$ cat src/rtl/upt_pkg.sv
// Shared constants, codes and controller/datapath interface types for the
// unsorted priority table. No dependencies.
package upt_pkg;

    localparam int DEPTH      = 16;
    localparam int DATA_WIDTH = 32;
    localparam int ADDR_W     = $clog2(DEPTH);
    localparam int CNT_W      = $clog2(DEPTH + 1);

    typedef enum logic [2:0] {
        OP_INSERT = 3'd0,
        OP_REMOVE = 3'd1,
        OP_MAX    = 3'd2,
        OP_MIN    = 3'd3,
        OP_SEARCH = 3'd4
    } upt_op_t;

    typedef enum logic [1:0] {
        ST_OK        = 2'd0,
        ST_REFUSED   = 2'd1,
        ST_NOT_FOUND = 2'd2,
        ST_FULL      = 2'd3
    } upt_status_t;

    // Commands from the controller to the datapath
    typedef struct packed {
        logic load;
        logic seed;
        logic insert;
        logic refuse;
        logic nop;
        logic scan_init;
        logic scan_step;
        logic scan_finish;
        logic move_rd;
        logic move_wr;
        logic out_load;
    } upt_cmd_t;

    // Status from the datapath to the controller
    typedef struct packed {
        logic    seeded;
        logic    single;
        logic    scan_done;
        logic    scan_hit;
        logic    out_free;
        upt_op_t op;
    } upt_stat_t;

endpackage

$ cat src/rtl/unsorted_priority_table.sv
// Unsorted priority table: an unordered table of up to DEPTH signed values
// with insert, remove, max, min and search. One result per item. Holds the
// first_value register; the first item after reset seeds entry 0 with it
// in an extra seed state. Insert, unused opcodes and a remove on a one-entry
// table (refused) go from dispatch straight to the result; max, min, search
// and a remove miss scan the entries, since the entry RAM has one read port
// and the scan reads one entry a cycle; a remove hit then fetches the last
// entry and writes it into the hole. A finished result waits in the output
// register, so the next item is taken while it is still stalled.
// Depends on upt_pkg, upt_ctrl, upt_dp and upt_ram.
module unsorted_priority_table (
    input  logic                                 clk,
    input  logic                                 rst_n,
    // input item channel
    input  logic                                 in_valid,
    output logic                                 in_stall,
    input  logic [2:0]                           opcode,
    input  logic signed [upt_pkg::DATA_WIDTH-1:0] operand_value,
    // configuration: first_value register
    input  logic                                 first_value_wr_en,
    input  logic signed [upt_pkg::DATA_WIDTH-1:0] first_value_wr_data,
    // result channel
    output logic                                 out_valid,
    input  logic                                 out_stall,
    output logic [1:0]                           status,
    output logic signed [upt_pkg::DATA_WIDTH-1:0] result_value,
    output logic [upt_pkg::CNT_W-1:0]            entry_count
);
    import upt_pkg::*;

    upt_cmd_t  cmd;
    upt_stat_t stat;

    // Sequence each item: seed, dispatch, scan, move, hand off the result.
    upt_ctrl u_ctrl (
        .clk      (clk),
        .rst_n    (rst_n),
        .in_valid (in_valid),
        .in_stall (in_stall),
        .stat     (stat),
        .cmd      (cmd)
    );

    // Hold the table, the fill count and the output register.
    upt_dp u_dp (
        .clk                 (clk),
        .rst_n               (rst_n),
        .cmd                 (cmd),
        .stat                (stat),
        .opcode              (opcode),
        .operand_value       (operand_value),
        .first_value_wr_en   (first_value_wr_en),
        .first_value_wr_data (first_value_wr_data),
        .out_valid           (out_valid),
        .out_stall           (out_stall),
        .status              (status),
        .result_value        (result_value),
        .entry_count         (entry_count)
    );

    // A delivered result always reports a seeded, in-range table.
    a_count_range: assert property (@(posedge clk) disable iff (!rst_n)
        out_valid |-> (entry_count != '0 && entry_count <= CNT_W'(DEPTH)))
        else $error("entry_count out of range on a valid result");

    // Only one source writes the entry RAM at a time.
    a_one_writer: assert property (@(posedge clk) disable iff (!rst_n)
        $onehot0({cmd.seed, cmd.insert, cmd.move_wr}))
        else $error("conflicting RAM write commands");

    // The hole fill must use the data fetched in the cycle before.
    a_move_order: assert property (@(posedge clk) disable iff (!rst_n)
        cmd.move_wr |-> $past(cmd.move_rd))
        else $error("hole write without preceding read of last entry");

    // After a transfer in, stall until the item is finished.
    a_busy_after_load: assert property (@(posedge clk) disable iff (!rst_n)
        cmd.load |=> in_stall)
        else $error("input not stalled while an item is in progress");

endmodule

$ cat src/rtl/upt_ram.sv
// Generic single-write, single-read RAM with registered read data.
// No dependencies.
module upt_ram #(
    parameter int WIDTH = 32,
    parameter int DEPTH = 16
) (
    input  logic                     clk,
    input  logic                     we,
    input  logic [$clog2(DEPTH)-1:0] waddr,
    input  logic [WIDTH-1:0]         wdata,
    input  logic [$clog2(DEPTH)-1:0] raddr,
    output logic [WIDTH-1:0]         rdata
);

    logic [WIDTH-1:0] mem [DEPTH];

    always_ff @(posedge clk)
    begin
        if (we)
        begin
            mem[waddr] <= wdata;
        end
        rdata <= mem[raddr];
    end

endmodule

$ cat src/rtl/upt_ctrl.sv
// Sequencing state machine for the unsorted priority table.
// Depends on upt_pkg for the command and status structs.
module upt_ctrl (
    input  logic              clk,
    input  logic              rst_n,
    input  logic              in_valid,
    output logic              in_stall,
    input  upt_pkg::upt_stat_t stat,
    output upt_pkg::upt_cmd_t  cmd
);
    import upt_pkg::*;

    typedef enum logic [2:0] {
        S_IDLE,
        S_SEED,
        S_DISPATCH,
        S_SCAN,
        S_MOVE_RD,
        S_MOVE_WR,
        S_DONE
    } state_t;

    state_t state_reg;
    state_t state_next;

    assign in_stall = (state_reg != S_IDLE);

    always_comb
    begin
        cmd        = '0;
        state_next = state_reg;
        case (state_reg)
            S_IDLE:
            begin
                if (in_valid)
                begin
                    cmd.load   = 1'b1;
                    state_next = stat.seeded ? S_DISPATCH : S_SEED;
                end
            end
            S_SEED:
            begin
                cmd.seed   = 1'b1;
                state_next = S_DISPATCH;
            end
            S_DISPATCH:
            begin
                case (stat.op)
                    OP_INSERT:
                    begin
                        cmd.insert = 1'b1;
                        state_next = S_DONE;
                    end
                    OP_REMOVE:
                    begin
                        if (stat.single)
                        begin
                            cmd.refuse = 1'b1;
                            state_next = S_DONE;
                        end
                        else
                        begin
                            cmd.scan_init = 1'b1;
                            state_next    = S_SCAN;
                        end
                    end
                    OP_MAX, OP_MIN, OP_SEARCH:
                    begin
                        cmd.scan_init = 1'b1;
                        state_next    = S_SCAN;
                    end
                    default:
                    begin
                        cmd.nop    = 1'b1;
                        state_next = S_DONE;
                    end
                endcase
            end
            S_SCAN:
            begin
                cmd.scan_step = 1'b1;
                if (stat.scan_done)
                begin
                    cmd.scan_finish = 1'b1;
                    state_next = (stat.op == OP_REMOVE && stat.scan_hit) ? S_MOVE_RD : S_DONE;
                end
            end
            S_MOVE_RD:
            begin
                cmd.move_rd = 1'b1;
                state_next  = S_MOVE_WR;
            end
            S_MOVE_WR:
            begin
                cmd.move_wr = 1'b1;
                state_next  = S_DONE;
            end
            S_DONE:
            begin
                if (stat.out_free)
                begin
                    cmd.out_load = 1'b1;
                    state_next   = S_IDLE;
                end
            end
            default:
            begin
                state_next = S_IDLE;
            end
        endcase
    end

    always_ff @(posedge clk or negedge rst_n)
    begin
        if (!rst_n)
        begin
            state_reg <= S_IDLE;
        end
        else
        begin
            state_reg <= state_next;
        end
    end

endmodule

$ cat src/rtl/upt_dp.sv
// Datapath of the unsorted priority table: item and result registers, fill
// count, scan pipeline and entry RAM. Depends on upt_pkg and upt_ram.
module upt_dp (
    input  logic                                 clk,
    input  logic                                 rst_n,
    input  upt_pkg::upt_cmd_t                    cmd,
    output upt_pkg::upt_stat_t                   stat,
    input  logic [2:0]                           opcode,
    input  logic signed [upt_pkg::DATA_WIDTH-1:0] operand_value,
    input  logic                                 first_value_wr_en,
    input  logic signed [upt_pkg::DATA_WIDTH-1:0] first_value_wr_data,
    output logic                                 out_valid,
    input  logic                                 out_stall,
    output logic [1:0]                           status,
    output logic signed [upt_pkg::DATA_WIDTH-1:0] result_value,
    output logic [upt_pkg::CNT_W-1:0]            entry_count
);
    import upt_pkg::*;

    // control state
    logic [CNT_W-1:0]      count_reg, count_next;
    logic                  evv_reg, evv_next;
    logic                  out_valid_reg, out_valid_next;
    logic signed [DATA_WIDTH-1:0] first_value_reg;

    // payload
    upt_op_t               op_reg;
    logic signed [DATA_WIDTH-1:0] val_reg;
    logic [CNT_W-1:0]      idx_reg;
    logic [ADDR_W-1:0]     ev_idx_reg;
    logic [ADDR_W-1:0]     hole_reg;
    logic signed [DATA_WIDTH-1:0] acc_reg, acc_next;
    upt_status_t           res_status_reg;
    logic signed [DATA_WIDTH-1:0] res_value_reg;
    upt_status_t           out_status_reg;
    logic signed [DATA_WIDTH-1:0] out_value_reg;
    logic [CNT_W-1:0]      out_count_reg;

    // RAM ports
    logic                  ram_we;
    logic [ADDR_W-1:0]     ram_waddr;
    logic [DATA_WIDTH-1:0] ram_wdata;
    logic [ADDR_W-1:0]     ram_raddr;
    logic signed [DATA_WIDTH-1:0] ram_rdata;

    logic [CNT_W-1:0]      count_m1;
    logic                  full;
    logic                  issue;
    logic                  last;
    logic                  match;
    logic                  better;

    upt_ram #(
        .WIDTH (DATA_WIDTH),
        .DEPTH (DEPTH)
    ) u_ram (
        .clk   (clk),
        .we    (ram_we),
        .waddr (ram_waddr),
        .wdata (ram_wdata),
        .raddr (ram_raddr),
        .rdata (ram_rdata)
    );

    assign count_m1 = count_reg - CNT_W'(1);
    assign full     = (count_reg >= CNT_W'(DEPTH));
    assign issue    = cmd.scan_step && (idx_reg < count_reg);
    assign last     = (CNT_W'(ev_idx_reg) == count_m1);
    assign match    = (op_reg == OP_SEARCH || op_reg == OP_REMOVE) && (ram_rdata == val_reg);
    assign better   = (op_reg == OP_MAX) ? (ram_rdata > acc_reg) : (ram_rdata < acc_reg);

    always_comb
    begin
        acc_next = acc_reg;
        if (evv_reg && (ev_idx_reg == '0 || better))
        begin
            acc_next = ram_rdata;
        end
    end

    always_comb
    begin
        ram_we    = 1'b0;
        ram_waddr = count_reg[ADDR_W-1:0];
        ram_wdata = val_reg;
        if (cmd.seed)
        begin
            ram_we    = 1'b1;
            ram_waddr = '0;
            ram_wdata = first_value_reg;
        end
        else if (cmd.insert && !full)
        begin
            ram_we = 1'b1;
        end
        else if (cmd.move_wr)
        begin
            ram_we    = 1'b1;
            ram_waddr = hole_reg;
            ram_wdata = ram_rdata;
        end
    end

    assign ram_raddr = cmd.move_rd ? count_m1[ADDR_W-1:0] : idx_reg[ADDR_W-1:0];

    always_comb
    begin
        count_next = count_reg;
        if (cmd.seed)
        begin
            count_next = CNT_W'(1);
        end
        else if (cmd.insert && !full)
        begin
            count_next = count_reg + CNT_W'(1);
        end
        else if (cmd.move_wr)
        begin
            count_next = count_m1;
        end
    end

    assign evv_next = issue;

    always_comb
    begin
        out_valid_next = out_valid_reg;
        if (cmd.out_load)
        begin
            out_valid_next = 1'b1;
        end
        else if (!out_stall)
        begin
            out_valid_next = 1'b0;
        end
    end

    always_ff @(posedge clk or negedge rst_n)
    begin
        if (!rst_n)
        begin
            count_reg       <= '0;
            evv_reg         <= 1'b0;
            out_valid_reg   <= 1'b0;
            first_value_reg <= '0;
        end
        else
        begin
            count_reg     <= count_next;
            evv_reg       <= evv_next;
            out_valid_reg <= out_valid_next;
            if (first_value_wr_en)
            begin
                first_value_reg <= first_value_wr_data;
            end
        end
    end

    always_ff @(posedge clk)
    begin
        if (cmd.load)
        begin
            op_reg  <= upt_op_t'(opcode);
            val_reg <= operand_value;
        end
        if (cmd.scan_init)
        begin
            idx_reg <= '0;
        end
        else if (issue)
        begin
            idx_reg <= idx_reg + CNT_W'(1);
        end
        if (issue)
        begin
            ev_idx_reg <= idx_reg[ADDR_W-1:0];
        end
        acc_reg <= acc_next;
        if (cmd.insert)
        begin
            res_status_reg <= full ? ST_FULL : ST_OK;
            res_value_reg  <= '0;
        end
        else if (cmd.refuse)
        begin
            res_status_reg <= ST_REFUSED;
            res_value_reg  <= '0;
        end
        else if (cmd.nop)
        begin
            res_status_reg <= ST_OK;
            res_value_reg  <= '0;
        end
        else if (cmd.scan_finish)
        begin
            hole_reg <= ev_idx_reg;
            case (op_reg)
                OP_MAX, OP_MIN:
                begin
                    res_status_reg <= ST_OK;
                    res_value_reg  <= acc_next;
                end
                OP_SEARCH:
                begin
                    res_status_reg <= match ? ST_OK : ST_NOT_FOUND;
                    res_value_reg  <= match ? val_reg : '0;
                end
                default:
                begin
                    res_status_reg <= match ? ST_OK : ST_NOT_FOUND;
                    res_value_reg  <= '0;
                end
            endcase
        end
        if (cmd.out_load)
        begin
            out_status_reg <= res_status_reg;
            out_value_reg  <= res_value_reg;
            out_count_reg  <= count_reg;
        end
    end

    assign stat.seeded    = (count_reg != '0);
    assign stat.single    = (count_reg == CNT_W'(1));
    assign stat.scan_done = evv_reg && (last || match);
    assign stat.scan_hit  = match;
    assign stat.out_free  = !out_valid_reg || !out_stall;
    assign stat.op        = op_reg;

    assign out_valid    = out_valid_reg;
    assign status       = out_status_reg;
    assign result_value = out_value_reg;
    assign entry_count  = out_count_reg;

endmodule
$ cat config.mk
export PLATFORM = sky130hd
export DESIGN_NAME = unsorted_priority_table
export DESIGN_NICKNAME = d
export VERILOG_FILES = /design/src/rtl/upt_pkg.sv /design/src/rtl/unsorted_priority_table.sv /design/src/rtl/upt_ram.sv /design/src/rtl/upt_ctrl.sv /design/src/rtl/upt_dp.sv
export SDC_FILE = /design/constraint.sdc
export NUM_CORES = 1
export LEC_CHECK = 0
export ABC_CLOCK_PERIOD_IN_PS = 7100
export BUFFER_PORTS_ARGS = -buffer_cell sky130_fd_sc_hd__buf_2
export CELL_PAD_IN_SITES_DETAIL_PLACEMENT = 1
export CELL_PAD_IN_SITES_GLOBAL_PLACEMENT = 1
export CORE_MARGIN = 1.5
export CORE_UTILIZATION = 53
export DETAILED_ROUTE_END_ITERATION = 10
export PLACE_DENSITY_LB_ADDON = 0.1
export RECOVER_POWER = 50
export SYNTH_ARGS = -nofsm -noshare
export SYNTH_HDL_FRONTEND = slang
export SYNTH_HIERARCHICAL = 1
export SYNTH_SLANG_ARGS = --single-unit
$ cat constraint.sdc
create_clock -name clk -period 7.1 [get_ports clk]
set_input_delay 0.355 -clock clk [delete_from_list [all_inputs] [get_ports clk]]
set_output_delay 0.355 -clock clk [all_outputs]
set_load 0.05 [all_outputs]
Word-level counts from Yosys, hierarchy flattened
Memories as Yosys holds them, arrays and structs flattened. A register that Yosys moved wholly into a read port is not among the register bits.
Index checks and enable logic that the tools add are counted.

operators by class
  add/subtract/negate cells = 3
  bitwise logic cells = 3
  order comparisons = 4
  eq/ne operators = 17
  reductions and logical operators = 26
  multiplexer cells = 52

operators by type and width
  operator               count
  $mux W32               5
  $pmux W32 S2           1
  $eq A32 B32 Y1         1
  $gt A32 B32 Y1         1
  $lt A32 B32 Y1         1
  $mux W1                21
  $pmux W3 S7            1
  $mux W2                10
  $mux W4                5
  $mux W5                3
  $eq A3 B2 Y1 const B   4
  $eq A3 B3 Y1 const B   4
  $mux W3                4
  $add A5 B1 Y5 const B  2
  $eq A3 B1 Y1 const B   2
  $logic_and A1 B1 Y1    6
  $logic_not A3 Y1       2
  $ne A2 B2 Y1 const B   3
  $pmux W3 S2            1
  $reduce_bool A3 Y1     2
  $reduce_or A3 Y1       2
  $eq A4 B5 Y1           1
  $eq A5 B1 Y1 const B   1
  $ge A5 B5 Y1 const B   1
  14 further kinds       21

word-level totals
  word-level logic and storage cells = 122
  input bits = 72
  register bits after elaboration = 195
  output and inout bits = 41
  memories kept = 1
  bits in writable memories = 512

memories
  memory          words  bits a word  read ports  clocked after Yosys merged registers in  write ports  RTL line       RTL
  u_dp.u_ram.mem  16     32           1           1                                        1            upt_ram.sv:15  logic [WIDTH-1:0] mem [DEPTH];

Longest topological paths before layout
  depth after elaboration = 11
  gate-level depth with buffers = 19

Cells and area by module
The synthesis kept the hierarchy.

modules (own cells, without submodules)
  module    times used  cells an instance  sequential area each (um^2)  area an instance (um^2)
  upt_ram   1           838                16,015.4                     19,835.3
  upt_dp    1           795                4,879.7                      9,107.5
  upt_ctrl  1           46                 75.1                         352.8

Least setup slack after synthesis
Ideal clock, no wire load.

  path kind = register -> register
  from = register u_ctrl.state_reg[2]
  to = memory u_dp.u_ram.mem[0][0] (enable)
  path slack = 1.645 ns
  arrival time = 4.994 ns
  stages on the path, launching flop included = 12
  buffers on the path = 2
  required time = 6.639 ns
  cell sequence = dfrtp_1 > and2b_1 > nand2_1 > nor4_1 > clkbuf_1 > nand2_1 > nand2_1 > clkbuf_1 > mux2i_1 > nor2_1 > or3b_2 > nor3_1

RTL lines
  item                      RTL line         RTL
  start: declaration        upt_ctrl.sv:23   state_t state_reg;
  start signal: assignment  upt_ctrl.sv:121  state_reg <= state_next;
  end: declaration          upt_ram.sv:15

==> out/qor.txt <==
status -> complete, but fails checks
failing checks -> max-capacitance violations, max-slew violations
register area share after synthesis -> 71.6%
Root Buffer -> clkbuf_16
CP max stage delay -> 1000 ps
syn nets -> 1,791
adder-cell share of the synthesized area -> 1.71%
r2r endpoint -> u_dp/u_ram/mem[7][13]
mux contribution to synthesized area -> 13.6%
DR WL/cell -> 28.1 um
post-synthesis to final-layout area growth -> 15.8%
power density over the cells -> 427 nW/um^2
instance count on the critical path -> 11
initial DRC count -> 1,469
clock slew at reported path FFs -> 60 ps
Num CTS Buffers -> 77
syn avg cell area -> 17.4 um^2
share of the synthesized area in the top cell type -> 61.1%
cells along the critical path -> and2b_1 -> nand2_1 -> nor4_1 -> clkbuf_1 -> nand2_1 -> nand2_2 -> buf_4 -> mux2i_1 -> nor2_1 -> nand2_1 -> nor2_4
fraction of layout cells with a size suffix above 1 -> 19.8%
crit path from -> u_ctrl/state_reg[1]
die area -> 56,700 um^2
grt total ovfl -> 0
final period utilization -> 68.8%
Pre-antenna DRT Iters -> 5
largest family of logic cells by synthesized area -> multiplexers
fmax -> 205 MHz
Max VDD drop -> 0.000776 V
NetSw -> 4940 uW
Buf+Inv Stages, Crit Path -> 2
Clk pwr share -> 27.6%
Rows -> 85
Synth area leader -> edfxtp_1
register-to-register setup slack -> 2220 ps
io pins -> 113
total track usage -> 27.1%
routed wire length -> 74,800 um
share of power burned in registers -> 41.6%
Post-Place Worst Slack -> 2490 ps
Pins Over Slew Limit -> 153
Final WS setup -> 2220 ps
multi-input logic area -> 7950 um^2
post-synthesis cell count -> 1,679
initial antenna violation count -> 0
Final Hold Fails -> 0
number of remaining DRC errors -> 0
Worst Path Arrival -> 5130 ps
worst hold slack -> 79.6 ps
design area -> 33,900 um^2
vias in the first global route -> 17.3k
Slowest cell on crit path -> nor2_4
relative slew slack -> -131%
setup TNS -> 0 ps
IO Port Bufs -> 112
Period minus WS final -> 4880 ps
worst r2r path cells -> 11
vias per inst -> 6.18
CP delay by family, top -> simple AND/OR/NAND/NOR gates
register area -> 21,000 um^2
Area after DPL -> 30,900 um^2
Mapped Area -> 29,300 um^2
Critical Path Sink Type -> flop
Most used DFF post-synth -> edfxtp_1
skew final -> 17.8 ps
Core Util, Final -> 62.6%
Max Cap Viol -> 4
RSZ-0062 raised after global routing -> no
Worst Setup EP -> u_dp/u_ram/mem[7][13]
Worst EP required -> 7340 ps
Worst Setup Start Kind -> flop
Hold Path Class -> in2reg
core area -> 54,200 um^2
EDFF count, synth -> 596
number of fill cells -> 4,719
ANT cells -> 0
Synth Area in Compound Gates -> 5.63%
Vias -> 16.5k
Largest Register -> u_dp/u_ram/mem
WS Path Type -> reg2reg
ranking of synthesized cells by area -> edfxtp_1 61%, mux4_2 9.8%, dfxtp_1 6.9%
first-pass GRT wire length -> 112,000 um
Switching Share -> 34.1%
# H-tree levels -> 3
Initial Util -> 54.0%
distinct cell type count after synthesis -> 60
CTS tree -> yes
die width -> 238 um
logic gate share of total power -> 30.8%
largest net degree at the start of global routing -> 100
Crit Path Max Fanout -> 37
hpwl dp -> 46,700 um
Slew @ Worst Pin -> 3460 ps
gpl congestion -> 0.853
max reg flops -> 512
Worst R2R Start -> u_ctrl/state_reg[1]
simple-gate share of the synthesized area -> 4.27%
Synth async-reset ratio -> 5.68%
final setup fails -> 0
remaining antenna violation count -> 0
Leak -> 0.0117 uW
nets -> 2,017
DIE HEIGHT -> 238 um
CTS max path bufs -> 3
most used cell, CP -> nand2_1
Synth Register Bits -> 739
Worst-Skew Late Latency -> 630 ps
XOR/XNOR share of the synthesized area -> 1.29%
clk sinks -> 739
internal power -> 9560 uW
Yosys warning count -> 6
==> metrics by stage <==
step                power (uW)  cells
floorplan                 8860   1679
global placement         10400   2454
detailed placement       10600   2454
CTS                      14600   2664
global route             15100   2664
finish                   14500   2664
==> logic make-up after synthesis <==
kind of cell | Yosys count
xor+xnor | 43
buf+inv | 127
mux | 230
simple gates | 275
compound gates | 225
flops | 739
fa+ha+maj | 40
==> layout make-up <==
class | count | share of cell area, %
Clock buffer | 100 | 6.08
Clock inverter | 42 | 1.31
Inverter | 43 | 0.476
Multi-Input combinational cell | 813 | 23.4
Sequential cell | 739 | 61.8
Tap cell | 696 | 2.57
Timing Repair Buffer | 231 | 4.36
==> worst min path at each step <==
stage,startpoint,endpoint,slack (ps),cells past startpoint
2_1_floorplan,rst_n,u_ctrl/state_reg[0],60,0
3_5_place_dp,u_dp/res_value_reg[26],u_dp/result_value[26],420,0
5_1_grt,out_stall,u_dp/out_valid,60,3
3_3_place_gp,u_dp/res_status_reg[0],u_dp/status[0],420,0
6_report,out_stall,u_dp/out_valid,80,3
4_1_cts,out_stall,u_dp/out_valid,40,3
==> cell usage in the layout (no fill, tap or decap), types with 33 or more instances in the layout <==
master	count
dfrtp_1	42
nor2_1	33
inv_1	42
mux2_1	35
clkbuf_16	78
dlygate4sd3_1	68
a22oi_1	93
xnor2_1	35
edfxtp_1	596
dfxtp_1	101
nand2_1	140
clkbuf_1	97
mux4_2	128
ha_1	40
o21ai_0	40
buf_2	63
a221o_1	38
mux2i_1	36
==> timing repair <==
item                       CTS  global route
hold buffers                68             0
setup endpoints to repair    0             0
setup buffers                0             0
hold endpoints to repair   109             0
resized for setup            0             0
==> power by group through the flow <==
| stage | registers [uW] | clock network [uW] | logic [uW] |
|---|---|---|---|
| after floorplan | 6050 | 0 | 2810 |
| after global placement | 6050 | 0 | 4350 |
| after detailed placement | 6080 | 0 | 4470 |
| after CTS | 6000 | 4080 | 4540 |
| after global routing | 6080 | 4240 | 4790 |
| final | 6030 | 4000 | 4460 |
==> metal layers <==
layer  GRT usage (%)  vias to the layer above  wire length (um)  part of all wire, %
met4            9.74                        0              2450                  3.3
li1                -                     7130                 -                    -
met1            40.4                     8570             33200                   44
met2            40.8                      621             34200                   46
met3            4.37                      138              4980                  6.7
met5               0                        -                 0                    0
==> cells in the mapped netlist (all sizes together), types with 3 or more instances <==
library cell,number
a21o,6
dfrtp,42
o21ai,41
xnor2,35
and2,3
nor3,15
mux4,128
a31oi,4
a22oi,93
nand4,18
clkbuf,46
nor2b,10
nand2,141
or3,4
buf,38
mux2i,36
nor2,48
inv,42
mux2,66
and3,3
xor2,8
edfxtp,596
a21oi,24
ha,40
nor4,8
a221o,38
dfxtp,101
nand2b,9
nand3,6
==> worst reg2reg max path, delay by kind of cell, from the launching register on <==
kind                   cells  cell delay [ps]
and+or+nand+nor            8             2780
muxes                      1              170
buffers and inverters      2              930
DFF                        1              600
(Power assumes the default switching activity.)
